<file path="config.mk">
export PLATFORM = sky130hd
export DESIGN_NAME = word_string_hash
export DESIGN_NICKNAME = d
export VERILOG_FILES = /design/src/whs_pkg.sv /design/src/word_string_hash.sv /design/src/whs_seq.sv
export SDC_FILE = /design/constraint.sdc
export NUM_CORES = 1
export LEC_CHECK = 0
export BUFFER_PORTS_ARGS = -buffer_cell sky130_fd_sc_hd__buf_2
export CAP_MARGIN = 0
export CORE_MARGIN = 4
export CORE_UTILIZATION = 50
export DETAILED_ROUTE_END_ITERATION = 10
export MAX_ROUTING_LAYER = met4
export PLACE_DENSITY = 0.67
export SLEW_MARGIN = 20
export SYNTH_ARGS = -nofsm -noshare
export SYNTH_HDL_FRONTEND = slang
export SYNTH_SLANG_ARGS = --single-unit
</file>
<file path="constraint.sdc">
create_clock -name clk -period 23.5 [get_ports clk]
set_input_delay 1.175 -clock clk [delete_from_list [all_inputs] [get_ports clk]]
set_output_delay 1.175 -clock clk [all_outputs]
set_load 0.01 [all_outputs]
</file>
<file path="src/whs_pkg.sv">
`timescale 1ns / 1ps

package whs_pkg;

    localparam int unsigned PC_W = 4;

    localparam logic [31:0] MIX_MUL_A = 32'hd168aaad;
    localparam logic [31:0] MIX_MUL_B = 32'haf723597;
    localparam logic [31:0] BYTE_MUL  = 32'd101;
    localparam int unsigned MIX_SHIFT = 15;

    // datapath operations
    typedef enum logic [3:0] {
        OP_IDLE,
        OP_NOP,
        OP_ADD_WORD,
        OP_ADD_BH,
        OP_BH_STEP,
        OP_XS,
        OP_XS_END,
        OP_MUL_A,
        OP_MUL_B,
        OP_EMIT
    } whs_op_t;

    // jump conditions; taken -> target, else pc + 1
    typedef enum logic [2:0] {
        C_NONE,
        C_ALWAYS,
        C_IN_IDLE,
        C_WORD_PATH,
        C_BYTES_DONE,
        C_MIX_AGAIN,
        C_OUT_BLOCKED
    } whs_cond_t;

    typedef struct packed {
        whs_op_t          op;
        whs_cond_t        cond;
        logic [PC_W-1:0]  target;
    } whs_ctrl_t;

    typedef struct packed {
        logic in_valid;
        logic word_path;
        logic bytes_done;
        logic mix_again;
        logic out_blocked;
    } whs_status_t;

    // microprogram
    function automatic whs_ctrl_t whs_rom(input logic [PC_W-1:0] pc);
        whs_ctrl_t w;
        w = '{op: OP_IDLE, cond: C_IN_IDLE, target: 4'd0};
        unique case (pc)
            4'd0:  w = '{op: OP_IDLE,     cond: C_IN_IDLE,     target: 4'd0};
            4'd1:  w = '{op: OP_NOP,      cond: C_WORD_PATH,   target: 4'd5};
            4'd2:  w = '{op: OP_NOP,      cond: C_BYTES_DONE,  target: 4'd4};
            4'd3:  w = '{op: OP_BH_STEP,  cond: C_ALWAYS,      target: 4'd2};
            4'd4:  w = '{op: OP_ADD_BH,   cond: C_ALWAYS,      target: 4'd6};
            4'd5:  w = '{op: OP_ADD_WORD, cond: C_NONE,        target: 4'd0};
            4'd6:  w = '{op: OP_XS,       cond: C_NONE,        target: 4'd0};
            4'd7:  w = '{op: OP_MUL_A,    cond: C_NONE,        target: 4'd0};
            4'd8:  w = '{op: OP_XS,       cond: C_NONE,        target: 4'd0};
            4'd9:  w = '{op: OP_MUL_B,    cond: C_NONE,        target: 4'd0};
            4'd10: w = '{op: OP_XS_END,   cond: C_MIX_AGAIN,   target: 4'd6};
            4'd11: w = '{op: OP_NOP,      cond: C_OUT_BLOCKED, target: 4'd11};
            4'd12: w = '{op: OP_EMIT,     cond: C_ALWAYS,      target: 4'd0};
            default: w = '{op: OP_IDLE,   cond: C_ALWAYS,      target: 4'd0};
        endcase
        return w;
    endfunction

endpackage

</file>
<file path="src/word_string_hash.sv">
`timescale 1ns / 1ps

// Channel   Dir  Signals                          Contents
// s_axis    in   tvalid tready tdata[39:0] tlast  string word, byte count, last mark
// m_axis    out  tvalid tready tdata[31:0]        hash of a completed string
//
// One word at a time: a new word is taken only at the idle step, once the
// previous word has run through the microprogram. The microprogram runs on one
// shared 32-bit multiplier, one datapath step per program step; each byte of
// the tail hash takes a byte test step and a multiply step. Reset puts the
// running hash at zero, the string start flag at one and the sequencer at its
// idle step. A stalled result holds the sequencer at its wait step near the
// end of every word; the output register lets the first word of the next
// string be taken while an earlier hash waits.
module word_string_hash (
    input  logic        clk,
    input  logic        rst_n,
    input  logic        s_axis_tvalid,
    output logic        s_axis_tready,
    input  logic [39:0] s_axis_tdata,   // [31:0] data_word, [34:32] byte_count, [39:35] zero
    input  logic        s_axis_tlast,   // last
    output logic        m_axis_tvalid,
    input  logic        m_axis_tready,
    output logic [31:0] m_axis_tdata    // [31:0] hash_value
);

    whs_pkg::whs_ctrl_t   ctrl;
    whs_pkg::whs_status_t status;

    // control state
    logic        start_reg, start_next;
    logic [31:0] acc_reg, acc_next;       // running hash / mix value
    logic        out_valid_reg, out_valid_next;
    logic        mix2_reg, mix2_next;     // full last word: second mix pending
    logic [2:0]  idx_reg, idx_next;       // tail byte index
    logic [2:0]  cnt_reg, cnt_next;       // saturated byte count

    // payload
    logic [31:0] word_reg, word_next;
    logic        last_reg, last_next;
    logic        bytes_reg, bytes_next;   // tail goes through the byte hash
    logic [31:0] bh_reg, bh_next;
    logic [31:0] out_reg, out_next;

    logic        in_acc;
    logic [2:0]  cnt_sat;
    logic [31:0] mul_a;
    logic [31:0] mul_b;
    logic [31:0] product;
    logic [7:0]  byte_sel;

    whs_seq u_seq (
        .clk    (clk),
        .rst_n  (rst_n),
        .status (status),
        .ctrl   (ctrl)
    );

    assign s_axis_tready = (ctrl.op == whs_pkg::OP_IDLE);
    assign in_acc        = s_axis_tvalid && s_axis_tready;
    assign m_axis_tvalid = out_valid_reg;
    assign m_axis_tdata  = out_reg;

    assign cnt_sat  = (s_axis_tdata[34:32] > 3'd4) ? 3'd4 : s_axis_tdata[34:32];
    assign byte_sel = word_reg[{idx_reg[1:0], 3'b000} +: 8];

    assign status = '{
        in_valid:    s_axis_tvalid,
        word_path:   !bytes_reg,
        bytes_done:  (idx_reg == cnt_reg),
        mix_again:   mix2_reg,
        out_blocked: out_valid_reg && !m_axis_tready
    };

    // the one multiplier, shared by the mix and the byte hash
    always_comb
    begin
        mul_a = acc_reg;
        mul_b = whs_pkg::MIX_MUL_A;
        unique case (ctrl.op)
            whs_pkg::OP_MUL_B:   mul_b = whs_pkg::MIX_MUL_B;
            whs_pkg::OP_BH_STEP:
            begin
                mul_a = bh_reg;
                mul_b = whs_pkg::BYTE_MUL;
            end
            default:             mul_b = whs_pkg::MIX_MUL_A;
        endcase
        product = mul_a * mul_b;
    end

    always_comb
    begin
        start_next     = start_reg;
        acc_next       = acc_reg;
        out_valid_next = out_valid_reg;
        mix2_next      = mix2_reg;
        idx_next       = idx_reg;
        cnt_next       = cnt_reg;
        word_next      = word_reg;
        last_next      = last_reg;
        bytes_next     = bytes_reg;
        bh_next        = bh_reg;
        out_next       = out_reg;

        if (out_valid_reg && m_axis_tready)
        begin
            out_valid_next = 1'b0;
        end

        unique case (ctrl.op)
            whs_pkg::OP_IDLE:
            begin
                if (in_acc)
                begin
                    word_next  = s_axis_tdata[31:0];
                    cnt_next   = cnt_sat;
                    last_next  = s_axis_tlast;
                    bytes_next = s_axis_tlast && (start_reg || (cnt_sat != 3'd4));
                    mix2_next  = s_axis_tlast && !start_reg && (cnt_sat == 3'd4);
                    idx_next   = '0;
                    bh_next    = '0;
                end
            end
            whs_pkg::OP_ADD_WORD: acc_next = acc_reg + word_reg;
            whs_pkg::OP_ADD_BH:   acc_next = acc_reg + bh_reg;
            whs_pkg::OP_BH_STEP:
            begin
                bh_next  = product + {{24{byte_sel[7]}}, byte_sel};
                idx_next = idx_reg + 3'd1;
            end
            whs_pkg::OP_XS:       acc_next = acc_reg ^ (acc_reg >> whs_pkg::MIX_SHIFT);
            whs_pkg::OP_XS_END:
            begin
                acc_next  = acc_reg ^ (acc_reg >> whs_pkg::MIX_SHIFT);
                mix2_next = 1'b0;
            end
            whs_pkg::OP_MUL_A,
            whs_pkg::OP_MUL_B:    acc_next = product;
            whs_pkg::OP_EMIT:
            begin
                if (last_reg)
                begin
                    out_next       = acc_reg;
                    out_valid_next = 1'b1;
                    acc_next       = '0;
                    start_next     = 1'b1;
                end
                else
                begin
                    start_next = 1'b0;
                end
            end
            default:
            begin
                acc_next = acc_reg;
            end
        endcase
    end

    always_ff @(posedge clk or negedge rst_n)
    begin
        if (!rst_n)
        begin
            start_reg     <= 1'b1;
            acc_reg       <= '0;
            out_valid_reg <= 1'b0;
            mix2_reg      <= 1'b0;
            idx_reg       <= '0;
            cnt_reg       <= '0;
        end
        else
        begin
            start_reg     <= start_next;
            acc_reg       <= acc_next;
            out_valid_reg <= out_valid_next;
            mix2_reg      <= mix2_next;
            idx_reg       <= idx_next;
            cnt_reg       <= cnt_next;
        end
    end

    always_ff @(posedge clk)
    begin
        word_reg  <= word_next;
        last_reg  <= last_next;
        bytes_reg <= bytes_next;
        bh_reg    <= bh_next;
        out_reg   <= out_next;
    end

    // the result slot is free whenever a hash is written into it
    a_emit_free: assert property (@(posedge clk) disable iff (!rst_n)
        (ctrl.op == whs_pkg::OP_EMIT && last_reg) |-> !out_valid_reg)
        else $error("result written over a pending hash");

    // the tail byte loop never runs past the byte count
    a_idx_bound: assert property (@(posedge clk) disable iff (!rst_n)
        idx_reg <= cnt_reg)
        else $error("byte index past byte count");

    // a finished string leaves a clean running hash
    a_string_reset: assert property (@(posedge clk) disable iff (!rst_n)
        (ctrl.op == whs_pkg::OP_EMIT && last_reg) |=> (acc_reg == '0) && start_reg)
        else $error("running hash not cleared after a string");

    // no second mix is left pending once back at idle
    a_mix2_idle: assert property (@(posedge clk) disable iff (!rst_n)
        s_axis_tready |-> !mix2_reg)
        else $error("second mix pending at idle");

endmodule

</file>
<file path="src/whs_seq.sv">
`timescale 1ns / 1ps

// Step counter and microprogram fetch.
module whs_seq (
    input  logic                clk,
    input  logic                rst_n,
    input  whs_pkg::whs_status_t status,
    output whs_pkg::whs_ctrl_t   ctrl
);

    logic [whs_pkg::PC_W-1:0] pc_reg;
    logic [whs_pkg::PC_W-1:0] pc_next;
    logic                     taken;

    assign ctrl = whs_pkg::whs_rom(pc_reg);

    always_comb
    begin
        unique case (ctrl.cond)
            whs_pkg::C_NONE:        taken = 1'b0;
            whs_pkg::C_ALWAYS:      taken = 1'b1;
            whs_pkg::C_IN_IDLE:     taken = !status.in_valid;
            whs_pkg::C_WORD_PATH:   taken = status.word_path;
            whs_pkg::C_BYTES_DONE:  taken = status.bytes_done;
            whs_pkg::C_MIX_AGAIN:   taken = status.mix_again;
            whs_pkg::C_OUT_BLOCKED: taken = status.out_blocked;
            default:                taken = 1'b1;
        endcase
        pc_next = taken ? ctrl.target : pc_reg + 1'b1;
    end

    always_ff @(posedge clk or negedge rst_n)
    begin
        if (!rst_n)
        begin
            pc_reg <= '0;
        end
        else
        begin
            pc_reg <= pc_next;
        end
    end

endmodule

</file>
* Yosys cells after proc, flatten, opt, wreduce, memory -nomap -nowiden
Memory sizes are Yosys's and may differ from the RTL's.
Index checks and enable logic that the tools add are counted.
** Word-level totals
- Memories kept :: 1
- Flip-flop bits (word level) :: 143
- Word-level logic and storage cells :: 80
- Memory bits (read-only) :: 176
** Memory list
- (no name shown) :: depth 16, width 11, read ports 1, clocked after Yosys merged registers in 0, write ports 0, line whs_pkg.sv:55 : unique case (pc)
** Operators by class
- Magnitude comparators :: 1
- Equality and inequality tests :: 18
- Muxes and demuxes :: 17
- Bitwise operators :: 1
- Reductions and logical operators :: 23
- Shift-type cells :: 1
- Add/sub/neg operators :: 5
- $mul :: 1
** Operators by type and width (count)
- 32-bit case mux with 5 select lines :: 1
- 32-bit case mux with 2 select lines :: 2
- 32-bit adder :: 3
- 32-bit two-way mux :: 3
- 32-bit by 32-bit multiplier with 32-bit output :: 1
- 32-bit by 6-bit indexed part select with 8-bit output :: 1
- 32-bit by 17-bit XOR with 32-bit output :: 1
- 4-bit by 3-bit == test with 1-bit output, second input constant :: 4
- 3-bit == test, second input constant :: 4
- 2-bit AND reduction :: 5
- 4-bit by 2-bit == test with 1-bit output, second input constant :: 2
- 4-bit == test, second input constant :: 2
- 3-bit by 2-bit == test with 1-bit output, second input constant :: 2
- 1-bit logical AND :: 6
- 3-bit two-way mux :: 2
- 1-bit case mux with 6 select lines :: 1
- 3-bit case mux with 2 select lines :: 1
- 1-bit two-way mux :: 5
- 5-bit nonzero test :: 1
- 4-bit by 1-bit adder with 4-bit output, second input constant :: 1
- 1-bit logical NOT :: 4
- 4-bit logical NOT :: 1
- 4-bit two-way mux :: 1
- 2-bit nonzero test :: 2
- other kinds (10) :: 11

* Depth between registers and ports, before layout
Gate-level depths: netlist of the first run.
- Depth in word-level cells :: 6
- Gate-level depth with buffers :: 48
- Mapped depth without buffers :: 45

* By module
From an unflattened synthesis of the first run, not the netlist that was laid out.
** Second synthesis, totals
- Cells, all modules :: 2243
- Area, all modules :: 22372.7 um^2
** By module, submodules not included
- word_string_hash :: area each 21808.4 um^2, cells each 2173, instances 1
- whs_seq :: area each 564.3 um^2, cells each 70, instances 1

* Worst setup path before layout of the first run
Ideal clock, no wire load.
- Path kind :: register -> register
- From :: register u_seq.pc_reg[1] (netlist bit)
- To :: register bh_reg[31] (data pin)
- Arrival :: 9.991 ns
- Path buffers :: 2
- Slack :: 13.243 ns
- Required time :: 23.234 ns
- Stages on the path, launching flop included :: 46
- Clock period less this slack :: 10.257 ns
- Path through :: dfrtp_1 -> inv_1 -> ha_1 -> nor3b_1 -> nand3b_1 -> and3_1 -> clkbuf_1 -> clkbuf_1 -> nand2_1 -> nand2_1 -> inv_1 -> nor2_1 -> inv_1 -> fa_1 -> inv_1 -> fa_1 -> inv_1 -> fa_1 -> [10 not listed] -> a21oi_1 -> a21oi_1 -> o21ai_0 -> a21oi_1 -> nor2_1 -> nor2_1 -> o21ai_0 -> xor2_1 -> ha_1 -> and3_1 -> a21boi_0 -> o31a_1 -> a21oi_1 -> a311o_1 -> a21oi_1 -> xnor2_1 -> xnor2_1 -> nor2_1
** On the way
- Longest elaborated chain between the ends :: 6
- Elaborated cells between the ends (all ways) :: 9
- Those cells by class :: add/sub: 1; mul: 1; eq/ne: 2; mux: 3; reduce/logical: 1; memory: 1
** RTL lines
- start: declaration :: line whs_seq.sv:11 : logic [whs_pkg::PC_W-1:0] pc_reg;
- start signal: assignment :: line whs_seq.sv:40 : pc_reg <= pc_next;
- memory 16 x 11 bit (*)
- 4-bit by 3-bit == test with 1-bit output / 4-bit == test (equally long branches) :: line word_string_hash.sv:80, word_string_hash.sv:111
- 32-bit case mux with 2 select lines / 32-bit two-way mux (equally long branches) :: line word_string_hash.sv:80 : unique case (ctrl.op)
- 32-bit by 32-bit multiplier with 32-bit output :: line word_string_hash.sv:89 : product = mul_a * mul_b;
- 32-bit adder :: line word_string_hash.sv:129 : bh_next = product + {{24{byte_sel[7]}}, byte_sel};
- 32-bit case mux with 2 select lines (*) :: line word_string_hash.sv:111 : unique case (ctrl.op)
- end signal: assignment :: line word_string_hash.sv:188 : bh_reg <= bh_next;
- end: declaration :: line word_string_hash.sv:42 : logic [31:0] bh_reg, bh_next;
Mark *: on every way between the ends. The rest lies on a longest branch, timed or not.
A chain may end at the register's enable or synchronous reset.

* Worst setup path in the final report of the first run
Same ends and word-level chain as after synthesis.

==> out/metrics.cfg, run 1 <==
[status]
status=finished clean

[clocking]
cts_setup_buffers=0
ctsRootBufferMaster=sky130_fd_sc_hd__clkbuf_16
tritoncts=done
hold_buffers=0
cts_max_level=4
postCtsResizedCells=0
clk_transition_reported_paths_ps=80
worstSkewPairLatency_ps=490
cts_inserted_buffers=17
numClockSinks=143
cts-root-to-sink-buffers=2

[logic_synthesis]
yosysWarnings=0
count_of_flip_flops_with_a_built_in_enable_after_synthesis=98
postSynthAreaPerCell_sq_um=9.89
netlist_instances=2243
ys_seq_area_share_pct=18.3
mapped_area_sq_um=22200
dominantRegCellSynth=sky130_fd_sc_hd__edfxtp_1
postSynthNetCount=2864
synthDistinctLibCells=70
postSynth.asyncResetShare_pct=31.5
ys_seq_elements=143

[worst_setup_path]
slowest_delay_ps=760
critical-path-top-cell-by-count=sky130_fd_sc_hd__inv_1
cp_slowest_cell=sky130_fd_sc_hd__nor2_1
critPathLaunchType=register
cp_data_required_time_ps=23720
end_kind=register
worstPathArrival_ps=12770
crit_type=reg -> reg
path_max_fanout=32

[layout]
design.final.nets=2924
insertedDiodeCount=0
post-route-cell-area_sq_um=23900
area.growth.synth_to_final_pct=7.64
final_cell_mix=sky130_fd_sc_hd__inv_1 (451), sky130_fd_sc_hd__fa_1 (347), sky130_fd_sc_hd__ha_1 (229), sky130_fd_sc_hd__nand2_1 (169), sky130_fd_sc_hd__nor2_1 (136)
drive_gt1_share_pct=8.29
mostFrequentLayoutCell=sky130_fd_sc_hd__inv_1

[routing]
drcViolationCount=0
wirelength_routed_microns=66500
ant_nets=0
detail_route.vias_per_cell=5.69
post_drt_wl_per_cell_microns=22.9
initialDrtViolationCount=1523
detailedRoute.firstPassIterationCount=6
via_count=16500

[placement]
post_dp_cell_area_sq_um=23200
dp_hpwl_microns=56000
numPortBuffers=73
finalWeightedCongestion=0.997

[timing]
finalHoldViolCount=0
max_freq_mhz=79.7
finalMaxSlewViolations=0
final.period_utilization_pct=53.4
setup_repair_after_global_routing_missed_its_margin=false
timing.slew.headroom_pct=34.4
final_period_minus_worst_setup_slack_ps=12550
setup_viol_count_final=0
setup_tns_ps=0
finClkSkew_ps=14.3
tightestPinTransition_ps=981

[floorplanning]
die_h_microns=219
die_area_sq_um=47800
dieWidth_microns=219
core-area_sq_um=43500
num_rows=76
pin_count=79
starting_density_pct=51.0

[grt]
remaining_global_route_overflow=0
grt_max_degree=46
vias_in_the_first_global_route=16700
global_route.usage.total_pct=29.2
antenna_found_initial=1
grt_pass1_wl_microns=100000

[job]
cap_violations=0

[worst_hold_path]
hold_path_class=reg -> reg

[cells in the mapped netlist, types with 5 or more instances]
cell type | n | area share (%)
sky130_fd_sc_hd__fa_1 | 347 | 31
sky130_fd_sc_hd__and2_1 | 29 | 0.82
sky130_fd_sc_hd__clkbuf_1 | 43 | 0.73
sky130_fd_sc_hd__buf_1 | 5 | 0.085
sky130_fd_sc_hd__mux2_2 | 33 | 1.7
sky130_fd_sc_hd__xnor2_1 | 114 | 4.5
sky130_fd_sc_hd__or2_2 | 8 | 0.23
sky130_fd_sc_hd__nand4_1 | 7 | 0.20
sky130_fd_sc_hd__nor3_1 | 24 | 0.54
sky130_fd_sc_hd__xor2_1 | 33 | 1.3
sky130_fd_sc_hd__edfxtp_1 | 98 | 13
sky130_fd_sc_hd__nand2_1 | 169 | 2.9
sky130_fd_sc_hd__ha_1 | 229 | 13
sky130_fd_sc_hd__o211ai_1 | 6 | 0.20
sky130_fd_sc_hd__a21o_1 | 37 | 1.3
sky130_fd_sc_hd__mux2i_1 | 6 | 0.27
sky130_fd_sc_hd__dfrtp_1 | 44 | 5.0
sky130_fd_sc_hd__nand2b_1 | 17 | 0.48
sky130_fd_sc_hd__nor2_1 | 137 | 2.3
sky130_fd_sc_hd__o21ai_0 | 76 | 1.7
sky130_fd_sc_hd__a211oi_1 | 18 | 0.61
sky130_fd_sc_hd__a22oi_1 | 14 | 0.47
sky130_fd_sc_hd__a222oi_1 | 9 | 0.41
sky130_fd_sc_hd__o21bai_1 | 16 | 0.54
sky130_fd_sc_hd__nor3b_1 | 8 | 0.27
sky130_fd_sc_hd__a21oi_1 | 115 | 2.6
sky130_fd_sc_hd__a221oi_1 | 8 | 0.32
sky130_fd_sc_hd__inv_1 | 451 | 7.6
sky130_fd_sc_hd__mux4_2 | 9 | 0.91
sky130_fd_sc_hd__o21a_1 | 12 | 0.41
sky130_fd_sc_hd__and3_1 | 17 | 0.48
sky130_fd_sc_hd__a31oi_1 | 7 | 0.20
sky130_fd_sc_hd__nand3_1 | 19 | 0.43
sky130_fd_sc_hd__nor2b_1 | 15 | 0.42
[path summary, 6_finish.rpt]
check	endpoint	cells after the start	from	slack (ps)
max reg2reg	bh_reg[31]	44	u_seq.pc_reg[1]	10950
max	bh_reg[31]	44	u_seq.pc_reg[1]	10950
max in group asynchronous	acc_reg[3]	2	rst_n	22240
min reg2reg	start_reg	2	start_reg	470
min in group asynchronous	cnt_reg[1]	2	rst_n	780
min	start_reg	2	start_reg	470
[per-layer routing]
metal | global-route usage [%] | part of all wire (%)
met1 | 38.9 | 41
met2 | 44.6 | 46
met3 | 5.74 | 8.6
met4 | 11.6 | 4.4
met5 | - | 0
[cells by family (layout without fill, tap and decap cells)]
logic type | Yosys count | in the layout | share of synthesized area [%]
DFF | 143 | 143 | 18.3
and+or+nand+nor | 466 | 466 | 9.70
other | 1 | 1 | 0.0169
buffers and inverters | 504 | 577 | 8.60
muxes | 49 | 49 | 2.92
xor gates and xnor gates | 148 | 148 | 5.91
adders and majority gates | 576 | 576 | 44.2
AOI/OAI and AO/OA | 356 | 356 | 10.3
[critical path, delay by kind of cell, from the launching register on]
| kind | cells | cell delay [ps] |
|---|---|---|
| compound gates | 11 | 2610 |
| xor+xnor | 3 | 700 |
| fa+ha+maj | 11 | 4390 |
| buf+inv | 9 | 1310 |
| flops | 1 | 530 |
| simple gates | 10 | 2710 |
[through the flow]
stage	utilization [%]	setup slack, ps	std cells	hold slack, ps
detailed placement	53.5	11080	2869	454
global route	54.9	10130	2901	488
finish	54.9	10950	2901	467
global placement	53.5	11230	2869	451
floorplan	-	13240	2243	439
CTS	54.9	10980	2901	464
[area by class of cell]
type / instances / area (sq um)
Multi-Input combinational cell: 1596 / 16200
Clock buffer: 17 / 425
Clock inverter: 15 / 204
Timing Repair Buffer: 94 / 523
Tap cell: 585 / 732
Inverter: 451 / 1690
Fill cell: 3873 / 19600
Sequential cell: 143 / 4070
Power of run 1 is left out: the tool's default activity adds up to more than one toggle a clock period on the data nets, which glitch-free logic cannot reach.
==> run 2, diff against run 1 <==
ABC_AREA = 1   (was unset)
PLACE_DENSITY = 0.69   (was 0.67)
clock period = 10.89 ns   (was 23.5 ns; I/O delays follow)
==> out/metrics.cfg, run 2 <==
[logic_synthesis]
ys_seq_elements=143
synth.top_cell.area_share_pct=29.8
yosys.cell_count.top_type=sky130_fd_sc_hd__inv_1
netlist_instances=2722
post-synth-top-area-cell=sky130_fd_sc_hd__fa_1
yosys.area_share.adder_pct=42.1
mapped_area_sq_um=23300
synthDistinctLibCells=62
yosysWarnings=0
postSynthAreaPerCell_sq_um=8.57
post_synth_and_or_nand_nor_area_fraction_pct=14.4
count_of_flip_flops_with_a_built_in_enable_after_synthesis=98
synth_top_family_by_area=adder cells
ys_seq_area_share_pct=17.5
synth_compound_area_share_pct=10.6
xor_xnor_share_of_the_synthesized_area_pct=3.08
muxShareOfSynthArea_pct=0.483
postSynthNetCount=3343
postSynth.asyncResetShare_pct=31.5
dominantRegCellSynth=sky130_fd_sc_hd__edfxtp_1
netlist_top_cells_area=sky130_fd_sc_hd__fa_1 (30%), sky130_fd_sc_hd__edfxtp_1 (13%), sky130_fd_sc_hd__ha_1 (12%)
most_common_library_cells_after_synthesis=sky130_fd_sc_hd__inv_1 (648), sky130_fd_sc_hd__nand2_1 (404), sky130_fd_sc_hd__fa_1 (347)

[grt]
vias_in_the_first_global_route=20000
remaining_global_route_overflow=0
antenna_found_initial=0
grt_pass1_wl_microns=119000
grt_max_degree=55
global_route.usage.total_pct=32.3

[timing]
setup_tns_ps=0
timing.hold.ws_ps=229
tightestPinTransition_ps=1040
setup_viol_count_final=0
final.period_utilization_pct=95.8
finalMaxSlewViolations=0
max_freq_mhz=95.9
final_period_minus_worst_setup_slack_ps=10430
timing.slew.headroom_pct=29.9
postLayoutSetupSlackWorst_ps=459
finClkSkew_ps=16.1
finalHoldViolCount=0

[worst_setup_path]
end_kind=register
reg2regPathDepth=45
slowest_delay_ps=570
crit_type=reg -> reg
critPathLaunchType=register
cp_data_required_time_ps=11090
cp_slowest_cell=sky130_fd_sc_hd__fa_1
path_max_fanout=27
critical-path-top-cell-by-count=sky130_fd_sc_hd__nand2_1
worstPathArrival_ps=10630

[placement]
post_dp_cell_area_sq_um=25100
post_place_worst_slack_ps=377
numPortBuffers=73
dp_hpwl_microns=66900
finalWeightedCongestion=1.05

[floorplanning]
pin_count=79
dieWidth_microns=224
starting_density_pct=51.0
core-area_sq_um=45800
die_h_microns=224
num_rows=78
die_area_sq_um=50200

[routing]
initialDrtViolationCount=1722
ant_nets=0
wirelength_routed_microns=77400
detail_route.vias_per_cell=5.50
detailedRoute.firstPassIterationCount=6
post_drt_wl_per_cell_microns=22.1
via_count=19300
drcViolationCount=0

[status]
status=finished clean

[clocking]
hold_buffers=0
cts-root-to-sink-buffers=2
cts_inserted_buffers=17
ctsRootBufferMaster=sky130_fd_sc_hd__clkbuf_16
tritoncts=done
clk_transition_reported_paths_ps=70
cts_max_level=4
numClockSinks=143
worstSkewPairLatency_ps=450

[job]
cap_violations=0

[layout]
design.final.nets=3515
area.growth.synth_to_final_pct=10.5
insertedDiodeCount=0
final_cell_mix=sky130_fd_sc_hd__inv_1 (645), sky130_fd_sc_hd__nand2_1 (404), sky130_fd_sc_hd__fa_1 (347), sky130_fd_sc_hd__ha_1 (229), sky130_fd_sc_hd__nor2_1 (191)
mostFrequentLayoutCell=sky130_fd_sc_hd__inv_1
post-route-cell-area_sq_um=25800
drive_gt1_share_pct=11.0

[worst_hold_path]
hold_path_class=in -> async

-- run 2: cell count changes after synthesis, moves of 23 or more --
cell | before | now
sky130_fd_sc_hd__inv_1 | 451 | 648
sky130_fd_sc_hd__mux2_2 | 33 | 10
sky130_fd_sc_hd__o21ai_0 | 76 | 139
sky130_fd_sc_hd__nand2_1 | 169 | 404
sky130_fd_sc_hd__xnor2_1 | 114 | 35
sky130_fd_sc_hd__a21o_1 | 37 | 12
sky130_fd_sc_hd__a21oi_1 | 115 | 168
sky130_fd_sc_hd__nand3_1 | 19 | 77
sky130_fd_sc_hd__and2_1 | 29 | 1
sky130_fd_sc_hd__nor2_1 | 137 | 202
-- run 2: kinds of logic after synthesis --
logic type               count (synthesis)
AND/OR/NAND/NOR                        768
buffers and inverters                  710
adder cells (fa/ha/maj)                576
AO/OA/AOI/OAI                          432
flip-flops                             143
XOR/XNOR                                82
multiplexers                            10
other                                    1
-- run 2: metrics by stage --
step	util (%)	instances
after floorplan	-	2722
after global routing	56.3	3507
after CTS	56.1	3504
final	56.3	3507
after global placement	54.9	3472
after detailed placement	54.9	3472
-- run 2: worst paths after layout --
kind                                  startpoint           end  slack [ps]
min in group clk                s_axis_tdata[31]  word_reg[31]         270
max in group asynchronous                  rst_n   acc_reg[25]       10180
worst min-delay path                       rst_n    acc_reg[4]         230
worst min register to register         start_reg     start_reg         540
worst max-delay path             u_seq.pc_reg[0]    bh_reg[31]         460
worst max register to register   u_seq.pc_reg[0]    bh_reg[31]         460
-- run 2: area by class of cell --
class / count / area [sq um]
timing repair buffer: 202 / 1350
clock buffer: 20 / 437
clock inverter: 12 / 113
sequential: 143 / 4070
inverter: 661 / 2500
fill: 4195 / 20000
multi-input combinational: 1869 / 16600
tap: 600 / 751
-- run 2: worst max-delay path, delay by kind of cell, from the launching register on --
family | cells | cell delay (ps)
buffers and inverters | 9 | 970
and+or+nand+nor | 23 | 3080
AOI/OAI and AO/OA | 1 | 130
DFF | 1 | 450
xor gates and xnor gates | 1 | 390
adders and majority gates | 11 | 5110
-- run 2: repair_timing --
item / 4_1_cts / 5_1_grt
resized for setup: 0 / 23
setup endpoints to repair: 0 / 6
setup buffers: 0 / 3
-- run 2: layer usage --
layer,share of wire [%],vias to the layer above,GRT usage (%)
met1,42,9490,42.6
met3,5.9,180,3.25
met2,46,762,51.0
li1,-,8872,-
met4,5.6,0,14.2
met5,0,-,-
Power of run 2 is left out for the same reason.
